<file path="src/arc_pkg.sv">
// Shared types, constants and codes of the address resolver cache.
package arc_pkg;

	localparam int Entries = 8;
	localparam int IdxW = (Entries > 1) ? $clog2(Entries) : 1;
	localparam int CntW = $clog2(Entries + 1);
	localparam int MaxOut = 8;
	localparam int OutCntW = $clog2(MaxOut + 1);
	localparam int QDepth = 2;

	typedef enum logic [1:0] {
		FN_RESOLVE = 2'd0,
		FN_RESPONSE = 2'd1,
		FN_TICK = 2'd2,
		FN_NONE = 2'd3
	} func_t;

	typedef enum logic [1:0] {
		ST_INVALID = 2'd0,
		ST_QUERY = 2'd1,
		ST_CACHED = 2'd2,
		ST_UNUSED = 2'd3
	} ent_state_t;

	localparam logic [1:0] KIND_ANSWER = 2'd0;
	localparam logic [1:0] KIND_RESOLVED = 2'd1;
	localparam logic [1:0] KIND_TIMEOUT = 2'd2;

	localparam logic [1:0] STAT_OK = 2'd0;
	localparam logic [1:0] STAT_PENDING = 2'd1;
	localparam logic [1:0] STAT_DROP = 2'd2;
	localparam logic [1:0] STAT_NOROOM = 2'd3;

	localparam logic [1:0] CFG_QWAIT = 2'd0;
	localparam logic [1:0] CFG_RWAIT = 2'd1;
	localparam logic [1:0] CFG_INV_SID = 2'd2;
	localparam logic [1:0] CFG_INV_NET = 2'd3;

	typedef struct packed {
		logic [1:0] func;
		logic lookup_key;
		logic [15:0] target_sid;
		logic [15:0] target_netid;
		logic [63:0] target_uid;
		logic [15:0] att_sid;
		logic [15:0] att_netid;
		logic has_attach;
	} req_t;

	typedef enum logic [1:0] {
		BK_IDLE,
		BK_SCAN,
		BK_EMIT
	} bk_state_t;

endpackage

</file>
<file path="src/arc_front.sv">
// Front part: accepts input beats, drops ignored ones and queues the rest.
module arc_front
	import arc_pkg::*;
(
	input logic clk,
	input logic arst_n,
	input logic in_valid,
	output logic in_ready,
	input req_t in_req,
	input logic [15:0] inv_sid,
	input logic [15:0] inv_net,
	output logic q_valid,
	input logic q_ready,
	output req_t q_req
);

	req_t mem_q [QDepth];
	logic wp_q, rp_q;
	logic [1:0] cnt_q;
	logic push, pop, keep;

	// Classify: unknown function and bad attach responses are dropped here
	always_comb begin
		keep = 1'b1;
		if (in_req.func == FN_NONE)
			keep = 1'b0;
		if (in_req.func == FN_RESPONSE && in_req.has_attach &&
		    (in_req.att_sid == inv_sid || in_req.att_netid == inv_net))
			keep = 1'b0;
	end

	assign in_ready = (cnt_q != 2'(QDepth));
	assign push = in_valid && in_ready && keep;
	assign q_valid = (cnt_q != 2'd0);
	assign pop = q_valid && q_ready;
	assign q_req = mem_q[rp_q];

	always_ff @(posedge clk) begin
		if (push)
			mem_q[wp_q] <= in_req;
	end

	// Advance pointers and fill count
	always_ff @(posedge clk or negedge arst_n) begin
		if (!arst_n) begin
			wp_q <= 1'b0;
			rp_q <= 1'b0;
			cnt_q <= 2'd0;
		end else begin
			if (push)
				wp_q <= ~wp_q;
			if (pop)
				rp_q <= ~rp_q;
			cnt_q <= cnt_q + 2'(push) - 2'(pop);
		end
	end

`ifndef SYNTH
	a_no_overflow: assert property (@(posedge clk) disable iff (!arst_n)
		cnt_q == 2'(QDepth) |-> !push) else $error("queue overflow");
	a_no_underflow: assert property (@(posedge clk) disable iff (!arst_n)
		cnt_q == 2'd0 |-> !pop) else $error("queue underflow");
	a_cnt_range: assert property (@(posedge clk) disable iff (!arst_n)
		cnt_q <= 2'(QDepth)) else $error("fill count out of range");
`endif

endmodule

</file>
<file path="src/arc_back.sv">
// Back part: scans entries one a cycle unless a tick stalls and emits result beats.
module arc_back
	import arc_pkg::*;
(
	input logic clk,
	input logic arst_n,
	input logic q_valid,
	output logic q_ready,
	input req_t q_req,
	input logic [7:0] qwait,
	input logic [7:0] rwait,
	input logic [15:0] inv_sid,
	input logic [15:0] inv_net,
	output logic out_valid,
	input logic out_ready,
	output logic [1:0] kind,
	output logic [1:0] status,
	output logic send_query,
	output logic [2:0] entry_index,
	output logic [15:0] out_target_sid,
	output logic [15:0] out_target_netid,
	output logic [63:0] out_target_uid,
	output logic [15:0] out_att_sid,
	output logic [15:0] out_att_netid,
	output logic last
);

	ent_state_t st_q [Entries];
	logic [63:0] ueid_q [Entries];
	logic [15:0] sid_q [Entries];
	logic [15:0] net_q [Entries];
	logic [15:0] asid_q [Entries];
	logic [15:0] anet_q [Entries];
	logic [7:0] wait_q [Entries];
	logic [7:0] retry_q [Entries];

	bk_state_t state_q, state_d;
	req_t req_q;
	logic [CntW-1:0] pos_q;
	logic [IdxW-1:0] idx;
	logic [IdxW-1:0] free_q;
	logic free_vld_q;
	logic [OutCntW-1:0] nout_q;
	logic pend_q;
	logic [IdxW-1:0] pidx_q;

	// Output register
	logic ov_q;
	logic [1:0] kind_q, stat_q;
	logic send_q, last_q;
	logic [2:0] eidx_q;
	logic [15:0] osid_q, onet_q, oasid_q, oanet_q;
	logic [63:0] oueid_q;

	logic scan_end, hit_res, hit_node, hit_ueid, valid_e;
	logic tk_report, tk_stall;
	logic [7:0] wdec;

	assign idx = pos_q[IdxW-1:0];
	assign scan_end = (pos_q == CntW'(Entries));
	assign valid_e = !scan_end && (st_q[idx] != ST_INVALID);
	assign hit_res = valid_e && (req_q.lookup_key ? (ueid_q[idx] == req_q.target_uid)
		: (net_q[idx] == req_q.target_netid && sid_q[idx] == req_q.target_sid));
	assign hit_node = valid_e && req_q.has_attach && sid_q[idx] == req_q.target_sid &&
		net_q[idx] == req_q.target_netid;
	assign hit_ueid = valid_e && (ueid_q[idx] == req_q.target_uid);
	assign wdec = wait_q[idx] - 8'd1;

	// A timeout to report; it waits while an earlier held beat cannot move on
	assign tk_report = !scan_end && st_q[idx] == ST_QUERY && wait_q[idx] != 8'd0 &&
		wdec == 8'd0 && nout_q != OutCntW'(MaxOut);
	assign tk_stall = tk_report && pend_q && ov_q && !out_ready;

	assign q_ready = (state_q == BK_IDLE);
	assign out_valid = ov_q;
	assign kind = kind_q;
	assign status = stat_q;
	assign send_query = send_q;
	assign entry_index = eidx_q;
	assign out_target_sid = osid_q;
	assign out_target_netid = onet_q;
	assign out_target_uid = oueid_q;
	assign out_att_sid = oasid_q;
	assign out_att_netid = oanet_q;
	assign last = last_q;

	// Next state
	always_comb begin
		state_d = state_q;
		unique case (state_q)
			BK_IDLE: if (q_valid) state_d = BK_SCAN;
			BK_SCAN: begin
				if (req_q.func == FN_RESOLVE) begin
					if (hit_res || scan_end) state_d = BK_EMIT;
				end else if (req_q.func == FN_RESPONSE) begin
					if (hit_node || hit_ueid || scan_end) state_d = BK_EMIT;
				end else if (scan_end) begin
					state_d = BK_EMIT;
				end
			end
			BK_EMIT: if (!ov_q || out_ready) state_d = BK_IDLE;
			default: state_d = BK_IDLE;
		endcase
	end

	always_ff @(posedge clk or negedge arst_n) begin
		if (!arst_n)
			state_q <= BK_IDLE;
		else
			state_q <= state_d;
	end

	// Scan the table, update entries and fill the output register
	always_ff @(posedge clk or negedge arst_n) begin
		if (!arst_n) begin
			for (int i = 0; i < Entries; i++) begin
				st_q[i] <= ST_INVALID;
				ueid_q[i] <= '0;
				sid_q[i] <= '0;
				net_q[i] <= '0;
				asid_q[i] <= '0;
				anet_q[i] <= '0;
				wait_q[i] <= '0;
				retry_q[i] <= '0;
			end
			ov_q <= 1'b0;
			pos_q <= '0;
			free_q <= '0;
			free_vld_q <= 1'b0;
			nout_q <= '0;
			pend_q <= 1'b0;
			pidx_q <= '0;
			kind_q <= '0; stat_q <= '0; send_q <= 1'b0; last_q <= 1'b0;
			eidx_q <= '0; osid_q <= '0; onet_q <= '0; oueid_q <= '0;
			oasid_q <= '0; oanet_q <= '0;
			req_q <= '0;
		end else begin
			if (ov_q && out_ready)
				ov_q <= 1'b0;
			unique case (state_q)
				BK_IDLE: begin
					if (q_valid) begin
						req_q <= q_req;
						pos_q <= '0;
						free_vld_q <= 1'b0;
						nout_q <= '0;
						pend_q <= 1'b0;
					end
				end
				BK_SCAN: begin
					if (req_q.func == FN_RESOLVE) begin
						if (!hit_res && !scan_end) begin
							if (!valid_e && !free_vld_q) begin
								free_q <= idx;
								free_vld_q <= 1'b1;
							end
							pos_q <= pos_q + CntW'(1);
						end
					end else if (req_q.func == FN_RESPONSE) begin
						if (!hit_node && !hit_ueid && !scan_end)
							pos_q <= pos_q + CntW'(1);
					end else begin
						// Tick: count one entry down per cycle unless stalled, hold one timeout beat back
						if (!scan_end && !tk_stall) begin
							if (st_q[idx] == ST_QUERY) begin
								if (wait_q[idx] != 8'd0) begin
									wait_q[idx] <= wdec;
									if (wdec == 8'd0)
										retry_q[idx] <= rwait;
								end else if (retry_q[idx] != 8'd0) begin
									retry_q[idx] <= retry_q[idx] - 8'd1;
								end
							end
							if (tk_report) begin
								nout_q <= nout_q + OutCntW'(1);
								pend_q <= 1'b1;
								pidx_q <= idx;
								// Release the held beat, it is not the last one
								if (pend_q) begin
									ov_q <= 1'b1;
									last_q <= 1'b0;
									kind_q <= KIND_TIMEOUT;
									stat_q <= STAT_DROP;
									send_q <= 1'b0;
									eidx_q <= 3'(pidx_q);
									osid_q <= sid_q[pidx_q];
									onet_q <= net_q[pidx_q];
									oueid_q <= ueid_q[pidx_q];
									oasid_q <= asid_q[pidx_q];
									oanet_q <= anet_q[pidx_q];
								end
							end
							pos_q <= pos_q + CntW'(1);
						end
					end
				end
				BK_EMIT: begin
					if (!ov_q || out_ready) begin
						if (req_q.func == FN_RESOLVE) begin
							ov_q <= 1'b1;
							last_q <= 1'b1;
							kind_q <= KIND_ANSWER;
							send_q <= 1'b0;
							if (scan_end && !free_vld_q) begin
								stat_q <= STAT_NOROOM;
								eidx_q <= '0; osid_q <= '0; onet_q <= '0;
								oueid_q <= '0; oasid_q <= '0; oanet_q <= '0;
							end else if (scan_end) begin
								st_q[free_q] <= ST_QUERY;
								ueid_q[free_q] <= req_q.target_uid;
								sid_q[free_q] <= req_q.target_sid;
								net_q[free_q] <= req_q.target_netid;
								asid_q[free_q] <= req_q.att_sid;
								anet_q[free_q] <= req_q.att_netid;
								wait_q[free_q] <= qwait;
								retry_q[free_q] <= rwait;
								stat_q <= STAT_PENDING;
								send_q <= 1'b1;
								eidx_q <= 3'(free_q);
								osid_q <= req_q.target_sid;
								onet_q <= req_q.target_netid;
								oueid_q <= req_q.target_uid;
								oasid_q <= req_q.att_sid;
								oanet_q <= req_q.att_netid;
							end else begin
								eidx_q <= 3'(idx);
								osid_q <= sid_q[idx];
								onet_q <= net_q[idx];
								oueid_q <= ueid_q[idx];
								oasid_q <= asid_q[idx];
								oanet_q <= anet_q[idx];
								if (st_q[idx] == ST_QUERY) begin
									if (wait_q[idx] != 8'd0) begin
										stat_q <= STAT_PENDING;
									end else if (retry_q[idx] == 8'd0) begin
										wait_q[idx] <= qwait;
										stat_q <= STAT_PENDING;
										send_q <= 1'b1;
									end else begin
										stat_q <= STAT_DROP;
									end
								end else begin
									stat_q <= STAT_OK;
								end
							end
						end else if (req_q.func == FN_RESPONSE) begin
							if (!scan_end && st_q[idx] != ST_CACHED) begin
								st_q[idx] <= ST_CACHED;
								wait_q[idx] <= '0;
								ov_q <= 1'b1;
								last_q <= 1'b1;
								kind_q <= KIND_RESOLVED;
								stat_q <= STAT_OK;
								send_q <= 1'b0;
								eidx_q <= 3'(idx);
								if (hit_node) begin
									asid_q[idx] <= req_q.att_sid;
									anet_q[idx] <= req_q.att_netid;
									ueid_q[idx] <= req_q.target_uid;
									osid_q <= sid_q[idx];
									onet_q <= net_q[idx];
									oueid_q <= req_q.target_uid;
									oasid_q <= req_q.att_sid;
									oanet_q <= req_q.att_netid;
								end else begin
									sid_q[idx] <= req_q.target_sid;
									net_q[idx] <= req_q.target_netid;
									asid_q[idx] <= req_q.has_attach ?
										req_q.att_sid : inv_sid;
									anet_q[idx] <= req_q.has_attach ?
										req_q.att_netid : inv_net;
									osid_q <= req_q.target_sid;
									onet_q <= req_q.target_netid;
									oueid_q <= ueid_q[idx];
									oasid_q <= req_q.has_attach ?
										req_q.att_sid : inv_sid;
									oanet_q <= req_q.has_attach ?
										req_q.att_netid : inv_net;
								end
							end
						end else begin
							// Tick: release the held final timeout beat as last
							if (pend_q) begin
								ov_q <= 1'b1;
								last_q <= 1'b1;
								pend_q <= 1'b0;
								kind_q <= KIND_TIMEOUT;
								stat_q <= STAT_DROP;
								send_q <= 1'b0;
								eidx_q <= 3'(pidx_q);
								osid_q <= sid_q[pidx_q];
								onet_q <= net_q[pidx_q];
								oueid_q <= ueid_q[pidx_q];
								oasid_q <= asid_q[pidx_q];
								oanet_q <= anet_q[pidx_q];
							end
						end
					end
				end
				default: ;
			endcase
		end
	end

`ifndef SYNTH
	a_accept_idle: assert property (@(posedge clk) disable iff (!arst_n)
		q_ready |-> state_q == BK_IDLE) else $error("accept while busy");
	a_out_hold: assert property (@(posedge clk) disable iff (!arst_n)
		ov_q && !out_ready |=> ov_q) else $error("result beat lost");
	a_nout: assert property (@(posedge clk) disable iff (!arst_n)
		nout_q <= OutCntW'(MaxOut)) else $error("too many timeouts");
`endif

endmodule

</file>
<file path="src/address_resolver_cache_core.sv">
// An item scans at most Entries entries, one a cycle unless a tick waits on a held beat.
// The back part works on one item at a time and takes no new one until it is done;
//   the table scan sets how long each item takes.
// A two-beat queue lets the front accept while the back works.
// Reset clears the whole table to invalid at once and loads default registers.
// Top level of the address resolver cache.
module address_resolver_cache_core
	import arc_pkg::*;
(
	input logic clk,
	input logic arst_n,
	input logic in_valid,
	output logic in_ready,
	input logic [1:0] func,
	input logic lookup_key,
	input logic [15:0] target_sid,
	input logic [15:0] target_netid,
	input logic [63:0] target_uid,
	input logic [15:0] att_sid,
	input logic [15:0] att_netid,
	input logic has_attach,
	output logic out_valid,
	input logic out_ready,
	output logic [1:0] kind,
	output logic [1:0] status,
	output logic send_query,
	output logic [2:0] entry_index,
	output logic [15:0] out_target_sid,
	output logic [15:0] out_target_netid,
	output logic [63:0] out_target_uid,
	output logic [15:0] out_att_sid,
	output logic [15:0] out_att_netid,
	output logic last,
	input logic cfg_we,
	input logic [1:0] cfg_index,
	input logic [15:0] cfg_data
);

	logic [7:0] qwait_q, rwait_q;
	logic [15:0] inv_sid_q, inv_net_q;
	req_t in_req, q_req;
	logic q_valid, q_ready;

	// Hold configuration registers
	always_ff @(posedge clk or negedge arst_n) begin
		if (!arst_n) begin
			qwait_q <= 8'd3;
			rwait_q <= 8'd2;
			inv_sid_q <= 16'hFFFF;
			inv_net_q <= 16'hFFFF;
		end else if (cfg_we) begin
			unique case (cfg_index)
				CFG_QWAIT: qwait_q <= cfg_data[7:0];
				CFG_RWAIT: rwait_q <= cfg_data[7:0];
				CFG_INV_SID: inv_sid_q <= cfg_data;
				CFG_INV_NET: inv_net_q <= cfg_data;
				default: ;
			endcase
		end
	end

	assign in_req = '{func: func, lookup_key: lookup_key, target_sid: target_sid,
		target_netid: target_netid, target_uid: target_uid,
		att_sid: att_sid, att_netid: att_netid,
		has_attach: has_attach};

	arc_front u_front (
		.clk(clk), .arst_n(arst_n),
		.in_valid(in_valid), .in_ready(in_ready), .in_req(in_req),
		.inv_sid(inv_sid_q), .inv_net(inv_net_q),
		.q_valid(q_valid), .q_ready(q_ready), .q_req(q_req)
	);

	arc_back u_back (
		.clk(clk), .arst_n(arst_n),
		.q_valid(q_valid), .q_ready(q_ready), .q_req(q_req),
		.qwait(qwait_q), .rwait(rwait_q), .inv_sid(inv_sid_q), .inv_net(inv_net_q),
		.out_valid(out_valid), .out_ready(out_ready),
		.kind(kind), .status(status), .send_query(send_query),
		.entry_index(entry_index), .out_target_sid(out_target_sid),
		.out_target_netid(out_target_netid), .out_target_uid(out_target_uid),
		.out_att_sid(out_att_sid), .out_att_netid(out_att_netid),
		.last(last)
	);

endmodule
</file>
<file path="config.mk">
export PLATFORM = sky130hd
export DESIGN_NAME = address_resolver_cache_core
export DESIGN_NICKNAME = d
export VERILOG_FILES = /design/src/arc_pkg.sv /design/src/arc_front.sv /design/src/arc_back.sv /design/src/address_resolver_cache_core.sv
export SDC_FILE = /design/constraint.sdc
export NUM_CORES = 2
export LEC_CHECK = 0
export BUFFER_PORTS_ARGS = -buffer_cell sky130_fd_sc_hd__buf_2
export CORE_MARGIN = 1
export CORE_UTILIZATION = 35
export DETAILED_ROUTE_END_ITERATION = 16
export PLACE_DENSITY = 0.55
export SETUP_SLACK_MARGIN = 0.4
export SLEW_MARGIN = 40
export SYNTH_ARGS = -nofsm -noshare
export SYNTH_HDL_FRONTEND = slang
export SYNTH_SLANG_ARGS = --single-unit
</file>
<file path="constraint.sdc">
create_clock -name clk -period 15.75 [get_ports clk]
set_input_delay 1.575 -clock clk [delete_from_list [all_inputs] [get_ports clk]]
set_output_delay 1.575 -clock clk [all_outputs]
set_load 0.05 [all_outputs]
</file>
==> results.cfg <==
[status]
status = completed

[pwr]
power_switching_uw = 8070
power_switching_share_pct = 41.8
clkPwrFrac_pct = 25.6
p_leak_uw = 0.0432
p_int_uw = 11200
max-vdd-ir-drop_uv = 197
p_seq_share_pct = 35.7
p_per_area_mw_per_mm2 = 187
power_frac_comb_pct = 38.7

[place]
place.gp.congestion = 0.867
placedCellCount = 10387
portBuffers = 293
hpwl_microns = 191000

[worst_hold_path]
min_path_type = reg -> reg
holdCritStartpoint = u_back.st_q[1]
whs_path_depth = 2
whs_endpoint = u_back.st_q[1]

[synth]
synth_edf_count = 264
ys.flop_type = dfrtp_1
synth_fp_nets = 7399
ys_seq_area_share_pct = 50.1
yosysMostFrequentCell = dfrtp_1
synth_cells = 7230
netlist-cell-type-count = 85
mappedNetlistArea_sq_mm = 0.0913
avgSynthCellArea_sq_um = 12.6
yosysTopAreaCell = dfrtp_1
ys_ff_latch = 1772
synthTopCellsByCount = dfrtp_1, mux2_1, nand2_1
synth_area_leaders = dfrtp_1, mux4_2, mux2_1
synth_top_area_share_pct = 40.4
yosysWarnings = 0
async_flop_share_pct = 85.1

[timing]
relSlewSlack_pct = 35.4
setup_viol = 0
rsz0062_at_grt = false
skew_ps = 57.6
setup_tns_ps = 0
max_freq_mhz = 148
fin_crit_sh_pct = 42.8
finalMaxSlewViolations = 0
period_minus_slack_ps = 6740
tightest_slew_ps = 966
finalHoldViolCount = 0

[floorplanning]
die_h_microns = 513
die_x_microns = 513
dieArea_sq_mm = 0.263
core-area_sq_mm = 0.259
placement_rows = 187
io_pins = 294
initial_core_util_pct = 35.2

[clock_tree]
clock-sinks = 1772
root_buffer = clkbuf_16
cts_tree = built
cts-resized-gates = 0
clk-insertion-delay-late_ps = 880
cts_made_buffers = 194
htree_num_levels = 4
cts_setup_buffers = 0
postCtsHoldBufs = 0
clk_path_buf_depth = 3
clkTransAtPathRegs_ps = 60

[global_routing]
grt_max_degree = 156
grt_use_total_pct = 23.9
grt_pass1_wl_microns = 466000
antenna_found_initial = 21
grt_overflow_total = 0
grt_pass1_vias = 66031

[drt]
ant_nets = 0
drc = 0
wirelength_microns = 319000
viasPerCell = 6.08
drtPass1Iterations = 9
wire_per_inst_microns = 29.6
num_vias = 65431
drt_iter0_drc = 7019

[final_layout]
area_growth_pct = 12.8
layout-drive-gt1-share_pct = 22.0
nets = 7357
final_cells = 10764
fillers = 24322

[worst_setup_path]
required_ps = 16470
r2r-start = u_back.pos_q[1]
crit_fanout = 66
cp_data_arrival_time_ps = 7460
r2r_slack_ps = 9010
timing.rr.end = u_back.ueid_q[410]
reg2reg_depth = 15
worstSetupPathType = reg -> reg
startpoint_type = register
end_kind = register

[flow_run]
maxCapViolCount = 0
==> area by class of cell <==
type                            count  area (sq um)  area share [%]
Clock inverter                     97          1400            1.35
Antenna cell                        4          10.0         0.00972
Sequential cell                  1772         45700            44.4
Tap cell                         3402          4260            4.13
Timing Repair Buffer              475          3430            3.33
Clock buffer                      269          5480            5.32
Inverter                           27           103          0.0996
Multi-Input combinational cell   4718         42600            41.4
==> worst max path at each step <==
stage                          from             endpoint  slack, ps  cells after the start
finish              u_back.pos_q[1]   u_back.ueid_q[410]       9010                     15
global route        u_back.pos_q[1]   u_back.ueid_q[439]       8770                     15
CTS                 u_back.pos_q[2]   u_back.ueid_q[409]       8890                     11
detailed placement  u_back.pos_q[2]   u_back.ueid_q[425]       8920                     11
global placement    u_back.pos_q[0]   u_back.ueid_q[300]       8620                     14
floorplan               att_sid[15]  u_front.mem_q[0][0]       7420                      7
==> critical path: stages (launching register included) <==
cell and delay (ps):
dfrtp_4 850, buf_6 590, inv_2 50, buf_4 390
ha_1 330, nand3_1 90, buf_4 260, o211ai_1 140
o311a_1 210, or4_1 660, nor2_2 660, o21ai_4 100
buf_6 320, nor2_8 710, buf_4 750, mux2_1 390
==> registers in the layout, summed over array words and instances, names as in the netlist, 64 cells and up <==
| signal | count |
|---|---|
| u_back.wait_q | 64 |
| u_back.out_target_uid | 64 |
| u_back.asid_q | 128 |
| u_back.req_q | 132 |
| u_back.retry_q | 64 |
| u_back.sid_q | 128 |
| u_back.net_q | 128 |
| u_back.anet_q | 128 |
| u_front.mem_q | 264 |
| u_back.ueid_q | 512 |
==> metal layers <==
layer | up-vias | wire length, microns | track usage (%)
li1 | 27441 | - | -
met1 | 34007 | 133000 | 32.2
met2 | 3211 | 145000 | 37.2
met3 | 768 | 27300 | 5.24
met4 | 4 | 13500 | 9.55
met5 | - | 26 | 0
==> cells in the final DEF (no fill, tap or decap), types with 67 or more instances in the layout <==
cell type / count
a22oi_1: 355
dfrtp_1: 1464
a222oi_1: 94
mux2i_1: 438
a31oi_1: 71
xor2_1: 67
mux2_1: 763
o21ai_0: 464
o22ai_1: 175
nor2_1: 195
mux2_2: 288
buf_4: 116
clkbuf_16: 197
a21oi_1: 132
buf_2: 294
edfxtp_1: 264
a22o_1: 140
mux4_2: 390
nand2_1: 610
==> through the flow <==
step           area [sq um]  hold slack, ps  setup slack [ps]  power (uW)  util (%)
3_5_place_dp          95900             463              8920       14300      37.0
3_3_place_gp          95300             463              8620       14100      36.7
5_1_grt              103000             505              8770       20200      39.7
2_1_floorplan         91300             438              7420       11500         -
4_1_cts              103000             477              8890       19300      39.6
6_report             103000             478              9010       19300      39.7
==> kinds of logic (layout without fill, tap and decap cells) <==
logic type	after synthesis	after routing	share of synthesized area, %
buffers and inverters	740	868	3.76
xor gates and xnor gates	132	132	1.27
and+or+nand+nor	1095	1095	5.45
DFF	1772	1772	50.1
adders and majority gates	14	14	0.192
AOI/OAI and AO/OA	1595	1595	11.8
muxes	1882	1882	27.5
other	0	4	0
==> power by group through the flow <==
stage                     clock network, uW  logic [uW]  registers [uW]
after detailed placement                  0        7350            6940
after floorplan                           0        4790            6750
final                                  4940        7460            6890
after global placement                    0        7180            6900
after global routing                   5210        7920            7030
after CTS                              5030        7380            6870
Note: power is estimated with default switching activity, not from simulation.
